[src/spr_pkg.sv]
// Shared types, constants and the easing-curve function for the servo pulse ramp generator.
`default_nettype none

package spr_pkg;

  // Parameter defaults
  localparam int unsigned STEPS_DEF     = 100;
  localparam int unsigned TICK_MS_DEF   = 10;
  localparam int unsigned MAX_ANGLE_DEF = 180;

  // Field widths
  localparam int unsigned PULSE_W   = 12;
  localparam int unsigned DELTA_W   = 13;
  localparam int unsigned ANGLE_W   = 8;
  localparam int unsigned CHAN_W    = 2;
  localparam int unsigned TIME_W    = 16;
  localparam int unsigned STEPNUM_W = 7;
  localparam int unsigned CFG_IDX_W = 1;
  localparam int unsigned EASE_W    = 17;

  localparam logic [PULSE_W-1:0] PULSE_MAX     = 12'd4095;
  localparam logic [PULSE_W-1:0] MIN_PULSE_RST = 12'd500;
  localparam logic [PULSE_W-1:0] MAX_PULSE_RST = 12'd2500;

  typedef enum logic {
    MODE_START = 1'b0,
    MODE_TICK  = 1'b1
  } mode_e;

  typedef enum logic {
    PROFILE_LINEAR = 1'b0,
    PROFILE_SMOOTH = 1'b1
  } profile_e;

  typedef enum logic [CFG_IDX_W-1:0] {
    CFG_MIN_PULSE = 1'b0,
    CFG_MAX_PULSE = 1'b1
  } cfg_idx_e;

  // Load enables for the two angle-mapping stages
  typedef struct packed {
    logic s1;
    logic s2;
  } ld_t;

  localparam logic [63:0] ONE_Q30  = 64'd1 << 30;
  localparam logic [63:0] HALF_Q30 = 64'd1 << 29;
  localparam logic [63:0] PI_Q30   = 64'd3373259426;

  // sin^2 easing in Q16 from a Q30 phase u in [0, 1]; elaboration-time only
  function automatic logic [EASE_W-1:0] ease_q16(input logic [63:0] u);
    logic [63:0] m;
    logic [63:0] x;
    logic [63:0] x2;
    logic [63:0] t;
    logic [63:0] s;
    logic [63:0] r;
    logic [63:0] e;
    m  = (u >= HALF_Q30) ? (u - HALF_Q30) : (HALF_Q30 - u);
    x  = (PI_Q30 * m) >> 30;
    x2 = (x * x) >> 30;
    t  = ONE_Q30;
    t  = ONE_Q30 - (((x2 * t) >> 30) / 64'd110);
    t  = ONE_Q30 - (((x2 * t) >> 30) / 64'd72);
    t  = ONE_Q30 - (((x2 * t) >> 30) / 64'd42);
    t  = ONE_Q30 - (((x2 * t) >> 30) / 64'd20);
    t  = ONE_Q30 - (((x2 * t) >> 30) / 64'd6);
    s  = (x * t) >> 30;
    if (s > ONE_Q30) begin
      s = ONE_Q30;
    end
    r = (u >= HALF_Q30) ? (ONE_Q30 + s) : (ONE_Q30 - s);
    e = (r + (64'd1 << 14)) >> 15;
    if (e > 64'd65536) begin
      e = 64'd65536;
    end
    return e[EASE_W-1:0];
  endfunction

endpackage

`default_nettype wire

[src/spr_ease_rom.sv]
// Constant sin^2 easing table, one Q16 entry per ramp step.
`default_nettype none

module spr_ease_rom #(
  parameter int unsigned STEPS = spr_pkg::STEPS_DEF
) (
  input  wire logic [$clog2(STEPS)-1:0]   idx_i,
  output logic      [spr_pkg::EASE_W-1:0] ease_o
);
  import spr_pkg::*;

  logic [EASE_W-1:0] rom [STEPS];

  for (genvar g = 0; g < STEPS; g++) begin : g_rom
    localparam logic [63:0] U = (64'(g) << 30) / 64'(STEPS - 1);
    assign rom[g] = ease_q16(U);
  end

  assign ease_o = rom[idx_i];

endmodule

`default_nettype wire

[src/spr_angle_map.sv]
// Two-stage angle to pulse-width mapping for the start and end angles of a ramp.
`default_nettype none

module spr_angle_map #(
  parameter int unsigned MAX_ANGLE = spr_pkg::MAX_ANGLE_DEF
) (
  input  wire logic                          clk_i,
  input  wire spr_pkg::ld_t                  ld_i,
  input  wire logic [spr_pkg::PULSE_W-1:0]   min_pulse_i,
  input  wire logic [spr_pkg::PULSE_W-1:0]   max_pulse_i,
  input  wire logic [spr_pkg::ANGLE_W-1:0]   start_angle_i,
  input  wire logic [spr_pkg::ANGLE_W-1:0]   end_angle_i,
  output logic      [spr_pkg::PULSE_W-1:0]   base_o,
  output logic      [spr_pkg::PULSE_W-1:0]   end_o
);
  import spr_pkg::*;

  // numerator bound: 4095*MAX_ANGLE + 255*4095, plus sign
  localparam int unsigned NUM_W = $clog2(4095 * (MAX_ANGLE + 255) + 1) + 1;
  localparam int unsigned MAG_W = NUM_W - 1;
  localparam int unsigned A_SH  = MAG_W + $clog2(MAX_ANGLE);
  localparam int unsigned MUL_W = MAG_W + 1;
  localparam logic [63:0] A_MUL = ((64'd1 << A_SH) + 64'(MAX_ANGLE) - 64'd1) / 64'(MAX_ANGLE);
  localparam int unsigned PRD_W = MAG_W + MUL_W;

  logic signed [NUM_W-1:0] min_term, diff, sa_s, ea_s;
  logic signed [NUM_W-1:0] num_a_d, num_b_d;
  logic signed [NUM_W-1:0] num_a_q, num_b_q;

  assign min_term = $signed(NUM_W'(min_pulse_i)) * $signed(NUM_W'(MAX_ANGLE));
  assign diff     = $signed(NUM_W'(max_pulse_i)) - $signed(NUM_W'(min_pulse_i));
  assign sa_s     = $signed(NUM_W'(start_angle_i));
  assign ea_s     = $signed(NUM_W'(end_angle_i));
  assign num_a_d  = min_term + sa_s * diff;
  assign num_b_d  = min_term + ea_s * diff;

  always_ff @(posedge clk_i) begin
    if (ld_i.s1) begin
      num_a_q <= num_a_d;
      num_b_q <= num_b_d;
    end
  end

  // floor(num / MAX_ANGLE) by reciprocal, clamped to the pulse range
  function automatic logic [PULSE_W-1:0] to_width(input logic signed [NUM_W-1:0] num);
    logic [PRD_W-1:0] prod;
    logic [PRD_W-1:0] shf;
    logic [MAG_W-1:0] q;
    logic [PULSE_W-1:0] w;
    prod = PRD_W'(num[MAG_W-1:0]) * PRD_W'(A_MUL[MUL_W-1:0]);
    shf  = prod >> A_SH;
    q    = shf[MAG_W-1:0];
    if (num[NUM_W-1]) begin
      w = '0;
    end else if (q > MAG_W'(PULSE_MAX)) begin
      w = PULSE_MAX;
    end else begin
      w = q[PULSE_W-1:0];
    end
    return w;
  endfunction

  always_ff @(posedge clk_i) begin
    if (ld_i.s2) begin
      base_o <= to_width(num_a_q);
      end_o  <= to_width(num_b_q);
    end
  end

endmodule

`default_nettype wire

[src/servo_pulse_ramp_generator.sv]
// Top level of the servo pulse ramp generator: control, step pipeline and result register.
`default_nettype none

// A start transaction (mode 0) maps its start and end angles to pulse widths,
// min + angle*(max-min)/MAX_ANGLE truncated and clamped to 0..4095, and at once
// gives step 0 of a STEPS-step ramp on its channel. Tick transactions (mode 1)
// count down a wait of W = total_time_ms/(STEPS*TICK_MS) ticks (at least one);
// when it runs out the next step is given, and after the last step one more
// wait ends in a done result that repeats step STEPS-1. A start always drops
// the ramp in progress; ticks while idle give nothing. Step i is
// base + floor(delta*i/STEPS) for the linear profile or
// base + floor(delta*E(i)/65536) for the smooth one, E being a constant Q16
// sin^2 table. Throughput is one transaction per cycle while the output is not
// stalled. A result reaches the output register through the input register,
// control and angle product, angle reciprocal divide, step product, offset
// divide, then the final add and clamp. Ticks that give no result leave the
// pipe after the control stage. The input keeps taking transactions while a
// result waits on a stalled output until all five stages are occupied.
// The user writes min_pulse_us (index 0) and max_pulse_us (index 1) only while
// the block is idle, which it does not enforce; they apply from the next start.
module servo_pulse_ramp_generator #(
  parameter int unsigned STEPS     = spr_pkg::STEPS_DEF,
  parameter int unsigned TICK_MS   = spr_pkg::TICK_MS_DEF,
  parameter int unsigned MAX_ANGLE = spr_pkg::MAX_ANGLE_DEF
) (
  input  wire logic                            clk_i,
  input  wire logic                            rst_ni,
  // configuration writes
  input  wire logic                            cfg_we_i,
  input  wire logic [spr_pkg::CFG_IDX_W-1:0]   cfg_addr_i,
  input  wire logic [spr_pkg::PULSE_W-1:0]     cfg_wdata_i,
  // input channel
  input  wire logic                            in_valid_i,
  output logic                                 in_stall_o,
  input  wire logic                            mode_i,
  input  wire logic [spr_pkg::CHAN_W-1:0]      channel_i,
  input  wire logic [spr_pkg::ANGLE_W-1:0]     start_angle_i,
  input  wire logic [spr_pkg::ANGLE_W-1:0]     end_angle_i,
  input  wire logic                            profile_i,
  input  wire logic [spr_pkg::TIME_W-1:0]      total_time_ms_i,
  // result channel
  output logic                                 out_valid_o,
  input  wire logic                            out_stall_i,
  output logic      [spr_pkg::CHAN_W-1:0]      out_channel_o,
  output logic      [spr_pkg::PULSE_W-1:0]     pulse_us_o,
  output logic      [spr_pkg::STEPNUM_W-1:0]   step_number_o,
  output logic                                 done_res_o
);
  import spr_pkg::*;

  localparam int unsigned IDX_W = $clog2(STEPS);
  localparam logic [IDX_W-1:0] LAST_IDX = IDX_W'(STEPS - 1);

  // wait length: floor(total / (STEPS*TICK_MS)) by reciprocal
  localparam int unsigned W_DIV = STEPS * TICK_MS;
  localparam int unsigned W_SH  = TIME_W + $clog2(W_DIV);
  localparam int unsigned W_MW  = TIME_W + 1;
  localparam logic [63:0] W_MUL = ((64'd1 << W_SH) + 64'(W_DIV) - 64'd1) / 64'(W_DIV);
  localparam int unsigned W_PW  = TIME_W + W_MW;

  // linear offset: floor(p / STEPS) on the magnitude
  localparam int unsigned LIN_N = $clog2(4096 * STEPS);
  localparam int unsigned L_SH  = LIN_N + $clog2(STEPS);
  localparam int unsigned L_MW  = LIN_N + 1;
  localparam logic [63:0] L_MUL = ((64'd1 << L_SH) + 64'(STEPS) - 64'd1) / 64'(STEPS);
  localparam int unsigned L_PW  = LIN_N + L_MW;

  localparam int unsigned FAC_W  = EASE_W + 1;
  localparam int unsigned PROD_W = DELTA_W + FAC_W;
  localparam int unsigned SUM_W  = PULSE_W + 2;

  // ---------------- configuration ----------------
  logic [PULSE_W-1:0] min_pulse_q, max_pulse_q;

  always_ff @(posedge clk_i or negedge rst_ni) begin
    if (!rst_ni) begin
      min_pulse_q <= MIN_PULSE_RST;
      max_pulse_q <= MAX_PULSE_RST;
    end else if (cfg_we_i) begin
      case (cfg_idx_e'(cfg_addr_i))
        CFG_MIN_PULSE: min_pulse_q <= cfg_wdata_i;
        CFG_MAX_PULSE: max_pulse_q <= cfg_wdata_i;
        default: ;
      endcase
    end
  end

  // ---------------- stage handshake ----------------
  logic v0_q, v1_q, v2_q, v3_q, v4_q, out_valid_q;
  logic ld0, ld1, ld2, ld3, ld4, ld5;

  assign ld5 = !out_valid_q || !out_stall_i;
  assign ld4 = !v4_q || ld5;
  assign ld3 = !v3_q || ld4;
  assign ld2 = !v2_q || ld3;
  assign ld1 = !v1_q || ld2;
  assign ld0 = !v0_q || ld1;

  assign in_stall_o = !ld0;

  // ---------------- stage 0: input register ----------------
  mode_e              mode0_q;
  profile_e           prof0_q;
  logic [CHAN_W-1:0]  chan0_q;
  logic [ANGLE_W-1:0] sa0_q, ea0_q;
  logic [TIME_W-1:0]  total0_q;

  always_ff @(posedge clk_i or negedge rst_ni) begin
    if (!rst_ni) begin
      v0_q <= 1'b0;
    end else if (ld0) begin
      v0_q <= in_valid_i;
    end
  end

  always_ff @(posedge clk_i) begin
    if (ld0) begin
      mode0_q  <= mode_e'(mode_i);
      prof0_q  <= profile_e'(profile_i);
      chan0_q  <= channel_i;
      sa0_q    <= start_angle_i;
      ea0_q    <= end_angle_i;
      total0_q <= total_time_ms_i;
    end
  end

  // ---------------- stage 1: ramp control ----------------
  logic               busy_q, busy_d;
  profile_e           ramp_prof_q, ramp_prof_d;
  logic [CHAN_W-1:0]  ramp_chan_q, ramp_chan_d;
  logic [IDX_W-1:0]   step_q, step_d;
  logic [TIME_W-1:0]  wait_cnt_q, wait_cnt_d;
  logic [TIME_W-1:0]  wait_rld_q, wait_rld_d;

  logic [W_PW-1:0]    w_prod, w_shf;
  logic [TIME_W-1:0]  w_len;

  logic               emit1, start1, done1;
  logic [IDX_W-1:0]   idx1;
  logic               fire0;

  assign fire0 = v0_q && ld1;
  assign w_prod = W_PW'(total0_q) * W_PW'(W_MUL[W_MW-1:0]);
  assign w_shf  = w_prod >> W_SH;
  assign w_len  = (w_shf[TIME_W-1:0] == '0) ? TIME_W'(1) : w_shf[TIME_W-1:0];

  always_comb begin
    busy_d      = busy_q;
    ramp_prof_d = ramp_prof_q;
    ramp_chan_d = ramp_chan_q;
    step_d      = step_q;
    wait_cnt_d  = wait_cnt_q;
    wait_rld_d  = wait_rld_q;
    emit1       = 1'b0;
    start1      = 1'b0;
    done1       = 1'b0;
    idx1        = step_q;
    if (mode0_q == MODE_START) begin
      busy_d      = 1'b1;
      ramp_prof_d = prof0_q;
      ramp_chan_d = chan0_q;
      step_d      = '0;
      wait_cnt_d  = w_len;
      wait_rld_d  = w_len;
      emit1       = 1'b1;
      start1      = 1'b1;
      idx1        = '0;
    end else if (busy_q) begin
      if (wait_cnt_q > TIME_W'(1)) begin
        wait_cnt_d = wait_cnt_q - TIME_W'(1);
      end else begin
        wait_cnt_d = wait_rld_q;
        emit1      = 1'b1;
        if (step_q >= LAST_IDX) begin
          busy_d = 1'b0;
          done1  = 1'b1;
          idx1   = LAST_IDX;
        end else begin
          step_d = step_q + IDX_W'(1);
          idx1   = step_q + IDX_W'(1);
        end
      end
    end
  end

  always_ff @(posedge clk_i or negedge rst_ni) begin
    if (!rst_ni) begin
      busy_q      <= 1'b0;
      ramp_prof_q <= PROFILE_LINEAR;
      ramp_chan_q <= '0;
      step_q      <= '0;
      wait_cnt_q  <= '0;
      wait_rld_q  <= '0;
    end else if (fire0) begin
      busy_q      <= busy_d;
      ramp_prof_q <= ramp_prof_d;
      ramp_chan_q <= ramp_chan_d;
      step_q      <= step_d;
      wait_cnt_q  <= wait_cnt_d;
      wait_rld_q  <= wait_rld_d;
    end
  end

  profile_e           prof1_q, prof2_q, prof3_q;
  logic [CHAN_W-1:0]  chan1_q, chan2_q, chan3_q, chan4_q;
  logic [IDX_W-1:0]   idx1_q, idx2_q, idx3_q, idx4_q;
  logic               start1_q, start2_q;
  logic               done1_q, done2_q, done3_q, done4_q;

  always_ff @(posedge clk_i or negedge rst_ni) begin
    if (!rst_ni) begin
      v1_q <= 1'b0;
    end else if (ld1) begin
      v1_q <= v0_q && emit1;
    end
  end

  always_ff @(posedge clk_i) begin
    if (ld1) begin
      prof1_q  <= ramp_prof_d;
      chan1_q  <= ramp_chan_d;
      idx1_q   <= idx1;
      start1_q <= start1;
      done1_q  <= done1;
    end
  end

  // ---------------- stages 1-2: angle to pulse width ----------------
  ld_t                angle_ld;
  logic [PULSE_W-1:0] base_w, end_w;

  assign angle_ld.s1 = ld1;
  assign angle_ld.s2 = ld2;

  spr_angle_map #(
    .MAX_ANGLE(MAX_ANGLE)
  ) u_angle_map (
    .clk_i,
    .ld_i          (angle_ld),
    .min_pulse_i   (min_pulse_q),
    .max_pulse_i   (max_pulse_q),
    .start_angle_i (sa0_q),
    .end_angle_i   (ea0_q),
    .base_o        (base_w),
    .end_o         (end_w)
  );

  always_ff @(posedge clk_i or negedge rst_ni) begin
    if (!rst_ni) begin
      v2_q <= 1'b0;
    end else if (ld2) begin
      v2_q <= v1_q;
    end
  end

  always_ff @(posedge clk_i) begin
    if (ld2) begin
      prof2_q  <= prof1_q;
      chan2_q  <= chan1_q;
      idx2_q   <= idx1_q;
      start2_q <= start1_q;
      done2_q  <= done1_q;
    end
  end

  // ---------------- stage 3: ramp endpoints and step product ----------------
  // A start passing this point replaces base and delta; later steps read them.
  logic [PULSE_W-1:0]        base_q, base_sel;
  logic signed [DELTA_W-1:0] delta_q, delta_sel, delta_new;
  logic [EASE_W-1:0]         ease;
  logic signed [FAC_W-1:0]   factor;
  logic signed [PROD_W-1:0]  prod_d, prod3_q;
  logic [PULSE_W-1:0]        base3_q;

  spr_ease_rom #(
    .STEPS(STEPS)
  ) u_ease_rom (
    .idx_i  (idx2_q),
    .ease_o (ease)
  );

  assign delta_new = $signed({1'b0, end_w}) - $signed({1'b0, base_w});
  assign base_sel  = start2_q ? base_w : base_q;
  assign delta_sel = start2_q ? delta_new : delta_q;
  assign factor    = (prof2_q == PROFILE_SMOOTH) ? $signed(FAC_W'(ease))
                                                 : $signed(FAC_W'(idx2_q));
  assign prod_d    = delta_sel * factor;

  always_ff @(posedge clk_i or negedge rst_ni) begin
    if (!rst_ni) begin
      base_q  <= '0;
      delta_q <= '0;
    end else if (v2_q && ld3 && start2_q) begin
      base_q  <= base_w;
      delta_q <= delta_new;
    end
  end

  always_ff @(posedge clk_i or negedge rst_ni) begin
    if (!rst_ni) begin
      v3_q <= 1'b0;
    end else if (ld3) begin
      v3_q <= v2_q;
    end
  end

  always_ff @(posedge clk_i) begin
    if (ld3) begin
      prof3_q <= prof2_q;
      chan3_q <= chan2_q;
      idx3_q  <= idx2_q;
      done3_q <= done2_q;
      base3_q <= base_sel;
      prod3_q <= prod_d;
    end
  end

  // ---------------- stage 4: floor division of the product ----------------
  logic                      neg3;
  logic signed [PROD_W-1:0]  adj, shr16;
  logic [L_PW-1:0]           l_prod, l_shf;
  logic [DELTA_W-1:0]        lin_q;
  logic signed [DELTA_W-1:0] off_d, off4_q;
  logic [PULSE_W-1:0]        base4_q;

  assign neg3   = prod3_q[PROD_W-1];
  // floor of a negative quotient: -floor((-p + STEPS - 1) / STEPS)
  assign adj    = neg3 ? ($signed(PROD_W'(STEPS - 1)) - prod3_q) : prod3_q;
  assign l_prod = L_PW'(adj[LIN_N-1:0]) * L_PW'(L_MUL[L_MW-1:0]);
  assign l_shf  = l_prod >> L_SH;
  assign lin_q  = l_shf[DELTA_W-1:0];
  assign shr16  = prod3_q >>> 16;

  always_comb begin
    if (prof3_q == PROFILE_SMOOTH) begin
      off_d = shr16[DELTA_W-1:0];
    end else if (neg3) begin
      off_d = -$signed(lin_q);
    end else begin
      off_d = $signed(lin_q);
    end
  end

  always_ff @(posedge clk_i or negedge rst_ni) begin
    if (!rst_ni) begin
      v4_q <= 1'b0;
    end else if (ld4) begin
      v4_q <= v3_q;
    end
  end

  always_ff @(posedge clk_i) begin
    if (ld4) begin
      chan4_q <= chan3_q;
      idx4_q  <= idx3_q;
      done4_q <= done3_q;
      base4_q <= base3_q;
      off4_q  <= off_d;
    end
  end

  // ---------------- stage 5: add, clamp, result register ----------------
  logic signed [SUM_W-1:0] sum;
  logic [PULSE_W-1:0]      pulse_d;
  logic [CHAN_W-1:0]       out_chan_q;
  logic [PULSE_W-1:0]      pulse_q;
  logic [IDX_W-1:0]        out_idx_q;
  logic                    out_done_q;

  assign sum = $signed(SUM_W'(base4_q)) + SUM_W'(off4_q);

  always_comb begin
    if (sum < 0) begin
      pulse_d = '0;
    end else if (sum > $signed(SUM_W'(PULSE_MAX))) begin
      pulse_d = PULSE_MAX;
    end else begin
      pulse_d = sum[PULSE_W-1:0];
    end
  end

  always_ff @(posedge clk_i or negedge rst_ni) begin
    if (!rst_ni) begin
      out_valid_q <= 1'b0;
    end else if (ld5) begin
      out_valid_q <= v4_q;
    end
  end

  always_ff @(posedge clk_i) begin
    if (ld5) begin
      out_chan_q <= chan4_q;
      pulse_q    <= pulse_d;
      out_idx_q  <= idx4_q;
      out_done_q <= done4_q;
    end
  end

  assign out_valid_o   = out_valid_q;
  assign out_channel_o = out_chan_q;
  assign pulse_us_o    = pulse_q;
  assign step_number_o = STEPNUM_W'(out_idx_q);
  assign done_res_o    = out_done_q;

endmodule

`default_nettype wire
[config.mk]
export PLATFORM = sky130hd
export DESIGN_NAME = servo_pulse_ramp_generator
export DESIGN_NICKNAME = d
export VERILOG_FILES = /design/src/spr_pkg.sv /design/src/spr_ease_rom.sv /design/src/spr_angle_map.sv /design/src/servo_pulse_ramp_generator.sv
export SDC_FILE = /design/constraint.sdc
export NUM_CORES = 2
export LEC_CHECK = 0
export ABC_CLOCK_PERIOD_IN_PS = 10400
export BUFFER_PORTS_ARGS = -buffer_cell sky130_fd_sc_hd__buf_2
export CAP_MARGIN = 20
export CORE_MARGIN = 3
export CORE_UTILIZATION = 35
export CTS_CLUSTER_DIAMETER = 100
export DETAILED_ROUTE_END_ITERATION = 10
export PLACE_DENSITY = 0.49
export SLEW_MARGIN = 0
export SYNTH_ARGS = -nofsm -noshare
export SYNTH_HDL_FRONTEND = slang
export SYNTH_HIERARCHICAL = 1
export SYNTH_SLANG_ARGS = --single-unit
[constraint.sdc]
create_clock -name clk_i -period 10.4 [get_ports clk_i]
set_clock_uncertainty 0.15 [all_clocks]
set_input_delay 0.52 -clock clk_i [delete_from_list [all_inputs] [get_ports clk_i]]
set_output_delay 0.52 -clock clk_i [all_outputs]
set_load 0.005 [all_outputs]
=== Word-level counts from Yosys, hierarchy flattened ===
Memory sizes are Yosys's and may differ from the RTL's.
Cells that the tools add are included.

* Bits in latches: 0
* Memories kept: 1
* Logic and storage cells: 141
* Bits in writable memories: 0
* Flip-flop bits (word level): 337
* Input port bits: 54
* Output and inout bits: 24
* Bits in read-only memories: 2,176

* Order comparisons: 7
* Multiply operators: 8
* Reduce and logical (&&, ||, !) cells: 25
* Add/subtract/negate cells: 9
* Muxes and demuxes: 33
* Div/mod/pow operators: 0
* Shifts and indexed selects: 0
* Eq/ne operators: 3
* Bitwise logic cells: 4

{| class="wikitable"
|+ Memory list
! name !! words !! bits a word !! read ports !! clocked after memory_dff !! write ports !! line !! RTL
|-
| (no name shown) || 128 || 17 || 1 || 0 || 0 || spr_ease_rom.sv:19 || <nowiki>assign ease_o = rom[idx_i];</nowiki>
|}

{| class="wikitable"
|+ Operators by type and width
! operator !! number
|-
| multiplier 21 x 22 -> 43 bit (second input constant) || 2
|-
| two-way mux 7 bit || 8
|-
| two-way mux 17 bit || 3
|-
| two-way mux 12 bit || 4
|-
| two-way mux 16 bit || 3
|-
| adder 22 bit || 2
|-
| multiplier 9 x 22 -> 22 bit || 2
|-
| multiplier 19 x 20 -> 39 bit (second input constant) || 1
|-
| two-way mux 13 bit || 3
|-
| multiplier 16 x 17 -> 33 bit (second input constant) || 1
|-
| multiplier 13 x 18 -> 31 bit || 1
|-
| > comparator 14 x 12 -> 1 bit (second input constant) || 2
|-
| subtractor 12 x 12 -> 13 bit || 2
|-
| two-way mux 19 bit || 1
|-
| subtractor 8 x 19 -> 19 bit (first input constant) || 1
|-
| multiplier 12 x 6 -> 18 bit (second input constant) || 1
|-
| > comparator 16 x 1 -> 1 bit (second input constant) || 1
|-
| logical NOT 16 bit || 1
|-
| subtractor 16 x 1 -> 16 bit (second input constant) || 1
|-
| adder 13 x 13 -> 14 bit || 1
|-
| > comparator 14 x 13 -> 1 bit (second input constant) || 1
|-
| less-than comparator 14 x 1 -> 1 bit (second input constant) || 1
|-
| negation 13 bit || 1
|-
| two-way mux 1 bit || 10
|-
| other kinds (14) || 35
|}

=== Longest topological paths before layout ===
* Depth in word-level cells: 8
* Gate-level depth with buffers: 35
* Gate-level depth less buffers: 35

=== By module ===
The synthesis kept the hierarchy.

{| class="wikitable"
|+ By module, submodules not included
! module !! instances !! area an instance (µm²) !! seq. area each (µm²) !! cells each
|-
| servo_pulse_ramp_generator || 1 || 28,377.2 || 7,345.8 || 2,765
|-
| spr_angle_map || 1 || 25,733.4 || 2,042.0 || 2,641
|-
| spr_ease_rom || 1 || 1,963.1 || 0.0 || 320
|}

=== Worst setup path before layout ===
OpenSTA, ideal clock, no wires.

* Path kind: reg2reg
* Start: register prod3_q[2]
* End: register off4_q[10] (data pin)
* Buffers on the path: 0
* Period minus slack after synthesis: 8,688 ps
* Library setup time: 260 ps
* Data required time: 9,990 ps
* Path slack: 1,712 ps
* Stages on the path, launching flop included: 34
* Arrival time: 8,278 ps
* Path through: edfxtp_1 > inv_1 > ha_1 > nand2b_1 > a31o_2 > nand2b_1 > o41ai_1 > xor2_1 > inv_1 > xnor2_1 > ha_1 > inv_1 > fa_1 > inv_1 > fa_1 > fa_1 > fa_1 > inv_1 > fa_1 > inv_1 > ha_1 > a211oi_2 > o21a_2 > a21oi_2 > a311o_1 > or3_1 > nand2_1 > ha_1 > inv_1 > a21oi_1 > o211ai_1 > o41ai_2 > xnor2_1 > mux2_2

* Cells in the longest elaborated chain, start to end: 6

{| class="wikitable"
|+ RTL lines
! what !! line !! RTL
|-
| from (decl) || servo_pulse_ramp_generator.sv:272 || <nowiki>logic signed [PROD_W-1:0] prod_d, prod3_q;</nowiki>
|-
| from (signal assigned) || servo_pulse_ramp_generator.sv:314 || <nowiki>prod3_q <= prod_d;</nowiki>
|-
| subtractor 8 x 19 -> 19 bit || servo_pulse_ramp_generator.sv:328 || <nowiki>assign adj = neg3 ? ($signed(PROD_W'(STEPS - 1)) - prod3_q) : prod3_q;</nowiki>
|-
| two-way mux 19 bit * || servo_pulse_ramp_generator.sv:328 ||
|-
| multiplier 19 x 20 -> 39 bit * || servo_pulse_ramp_generator.sv:329 || <nowiki>assign l_prod = L_PW'(adj[LIN_N-1:0]) * L_PW'(L_MUL[L_MW-1:0]);</nowiki>
|-
| negation 13 bit || servo_pulse_ramp_generator.sv:338 || <nowiki>off_d = -$signed(lin_q);</nowiki>
|-
| two-way mux 13 bit * || servo_pulse_ramp_generator.sv:337 || <nowiki>end else if (neg3) begin</nowiki>
|-
| two-way mux 13 bit * || servo_pulse_ramp_generator.sv:335 || <nowiki>if (prof3_q == PROFILE_SMOOTH) begin</nowiki>
|-
| named net off_d[10] || servo_pulse_ramp_generator.sv:323 || <nowiki>logic signed [DELTA_W-1:0] off_d, off4_q;</nowiki>
|-
| to (signal assigned) || servo_pulse_ramp_generator.sv:358 || <nowiki>off4_q <= off_d;</nowiki>
|-
| to (decl) || servo_pulse_ramp_generator.sv:323 ||
|}

Mark *: on every way through the listed nets, which the timed path passes. The rest lies on a longest branch.
A chain may end at the register's enable or synchronous reset.

=== Final worst setup path ===
Same ends and word-level chain as after synthesis.

==> impl_metrics.ini <==
[sta]
relSlewSlack = 0.289
slew_violations = 0
rsz0062_at_grt = no
fmax_mhz = 107
worst_pin_slew_ps = 1060
period_share = 0.902
fin_tns_setup_ps = 0
setup_viol = 0
min_period_ps = 9380
finalHoldViolCount = 0

[synthesis]
synth_area_leaders = fa_1, ha_1, edfxtp_1
postSynthAreaPerCell_um2 = 9.79
synth_seq_cells = 327
synth_seq_area_share = 0.167
synth_area_mm2 = 0.0561
synthArstFlopShare = 0.272
yosysTopAreaCellShare = 0.284
yosys_warnings = 6
ys.flop_type = edfxtp_1
synth_top_area_cell = fa_1
netlist_instances = 5726
synth-edff-count = 238
synth_cell_types = 107
syn_nets = 7515

[place]
dp_hpwl_mm = 120
gp_congestion = 0.868
portBuffers = 77
placedInstanceArea_mm2 = 0.0589

[drt]
drc = 0
drtPass1Iterations = 6
postRouteAntennaNets = 0
vias = 39006
route.detailed.wl_per_inst_um = 18.1
via_per_inst = 4.92
wirelength_mm = 144
drtIter0Drc = 2050

[global_route]
grt_first_pass_wirelength_mm = 232
grt_pass1_vias = 41349
antenna_found_initial = 1
gr-usage-all-layers = 0.179
grt_overflow = 0
grt_max_degree = 68

[floorplan]
num_rows = 146
start_util = 0.353
dieWidth_um = 406
top_level_ports = 78
fp.coreArea_mm2 = 0.159
die_area_mm2 = 0.165
die_y_um = 406

[worst_setup_path]
critPathSlowestCell = edfxtp_1
path_common_cell = inv_1
worstSetupEndpointType = flop
r2r.worst_path.cells = 34
startpoint_type = flop
slowest_delay_ps = 560
crit_arrival_ps = 9600
critPathMaxFanout = 8
r2r_slack_ps = 1020
crit_required_ps = 10620
critPathKind = flop to flop

[clock_tree]
clk_pin_slew_worst_paths_ps = 60
cts_root_buf = clkbuf_16
cts_tree = yes
clock_latency_ps = 630
cts.path.max_buffers = 3
htreeDepth = 2
cts_setup_buffers = 0
cts_sinks = 327
numCtsBuffers = 43

[cells_and_area]
mostFrequentLayoutCells = inv_1, ha_1, fa_1
postLayoutCellArea_mm2 = 0.0609
final_common_cell = inv_1
diodes = 0
drive_above_1_share = 0.0653
areaGrowthSynthToFinish_pct = 8.66
nets = 7603

[hold_path]
hold_depth = 0
hold_path.class = flop to flop

[flow_run]
max-cap-violations = 0

[run_status]
status = finished clean
## worst max-delay path, delay by kind of cell, from the launching register on
family / cells / cell delay [ps]
AOI/OAI and AO/OA: 9 / 2240
xor gates and xnor gates: 3 / 750
adders and majority gates: 9 / 3520
buffers and inverters: 8 / 870
DFF: 1 / 560
muxes: 1 / 260
and+or+nand+nor: 4 / 780
## logic make-up (layout without fill, tap and decap cells)
group                    after synthesis  in the layout  share of synthesized area
adder cells (fa/ha/maj)             1735           1735                      0.494
AND/OR/NAND/NOR                     1183           1183                      0.101
XOR/XNOR                             184            184                     0.0290
AO/OA/AOI/OAI                        760            760                     0.0926
multiplexers                          88             88                     0.0172
flip-flops                           327            327                      0.167
buffers and inverters               1449           1572                     0.0990
## cells in the mapped netlist (65+ instances only)
library cell / n
inv_1: 1307
ha_1: 939
fa_1: 796
nand2_1: 459
edfxtp_1: 238
nor2_1: 218
a21oi_1: 195
o21ai_0: 146
and2_1: 125
xnor2_1: 118
clkbuf_1: 108
a21o_1: 80
dfrtp_1: 78
nand3_1: 78
mux2_2: 67
xor2_1: 65
## stage by stage
stage	hold slack, ps	cells	worst slack (ps)	util
2_1_floorplan	74.4	5726	1710	-
3_3_place_gp	253	7789	1100	0.371
3_5_place_dp	255	7791	1010	0.371
4_1_cts	222	7921	965	0.384
5_1_grt	226	7921	305	0.384
6_report	236	7921	1020	0.384
## repair_timing
item                      4_1_cts  5_1_grt
hold endpoints to repair       87        0
hold buffers                   50        0
resized for setup               0        0
## path summary, 6_finish.rpt
kind	from	end
max	prod3_q[2]	off4_q[10]
min	start1_q	start2_q
max reg2reg	prod3_q[2]	off4_q[10]
min reg2reg	start1_q	start2_q
max in group asynchronous	rst_ni	step_q[2]
min in group asynchronous	rst_ni	wait_rld_q[2]
## registers in the layout, indices dropped and copies added, names as in the netlist, 13 cells and up
signal and count:
delta_q 13, wait_cnt_q 16, total0_q 16, u_angle_map/num_b_q 22, u_angle_map/num_a_q 22, off4_q 13, prod3_q 30
## per-layer routing
metal,vias up,global-route usage,part of all wire
met2,714,0.300,0.47
met3,115,0.0185,0.040
met5,-,0,0
met4,0,0.0313,0.016
li1,18733,-,-
met1,19444,0.253,0.47
## area by class of cell
cell class / count / area, µm²
fill: 15938 / 97800
timing repair buffer: 184 / 1330
sequential: 327 / 9390
clock inverter: 25 / 260
inverter: 1308 / 4910
tap: 2072 / 2590
multi-input combinational: 3950 / 41200
clock buffer: 55 / 1260
Power is not shown: default switching activity piles up to over one toggle a cycle in this logic, so the estimate is an artifact.
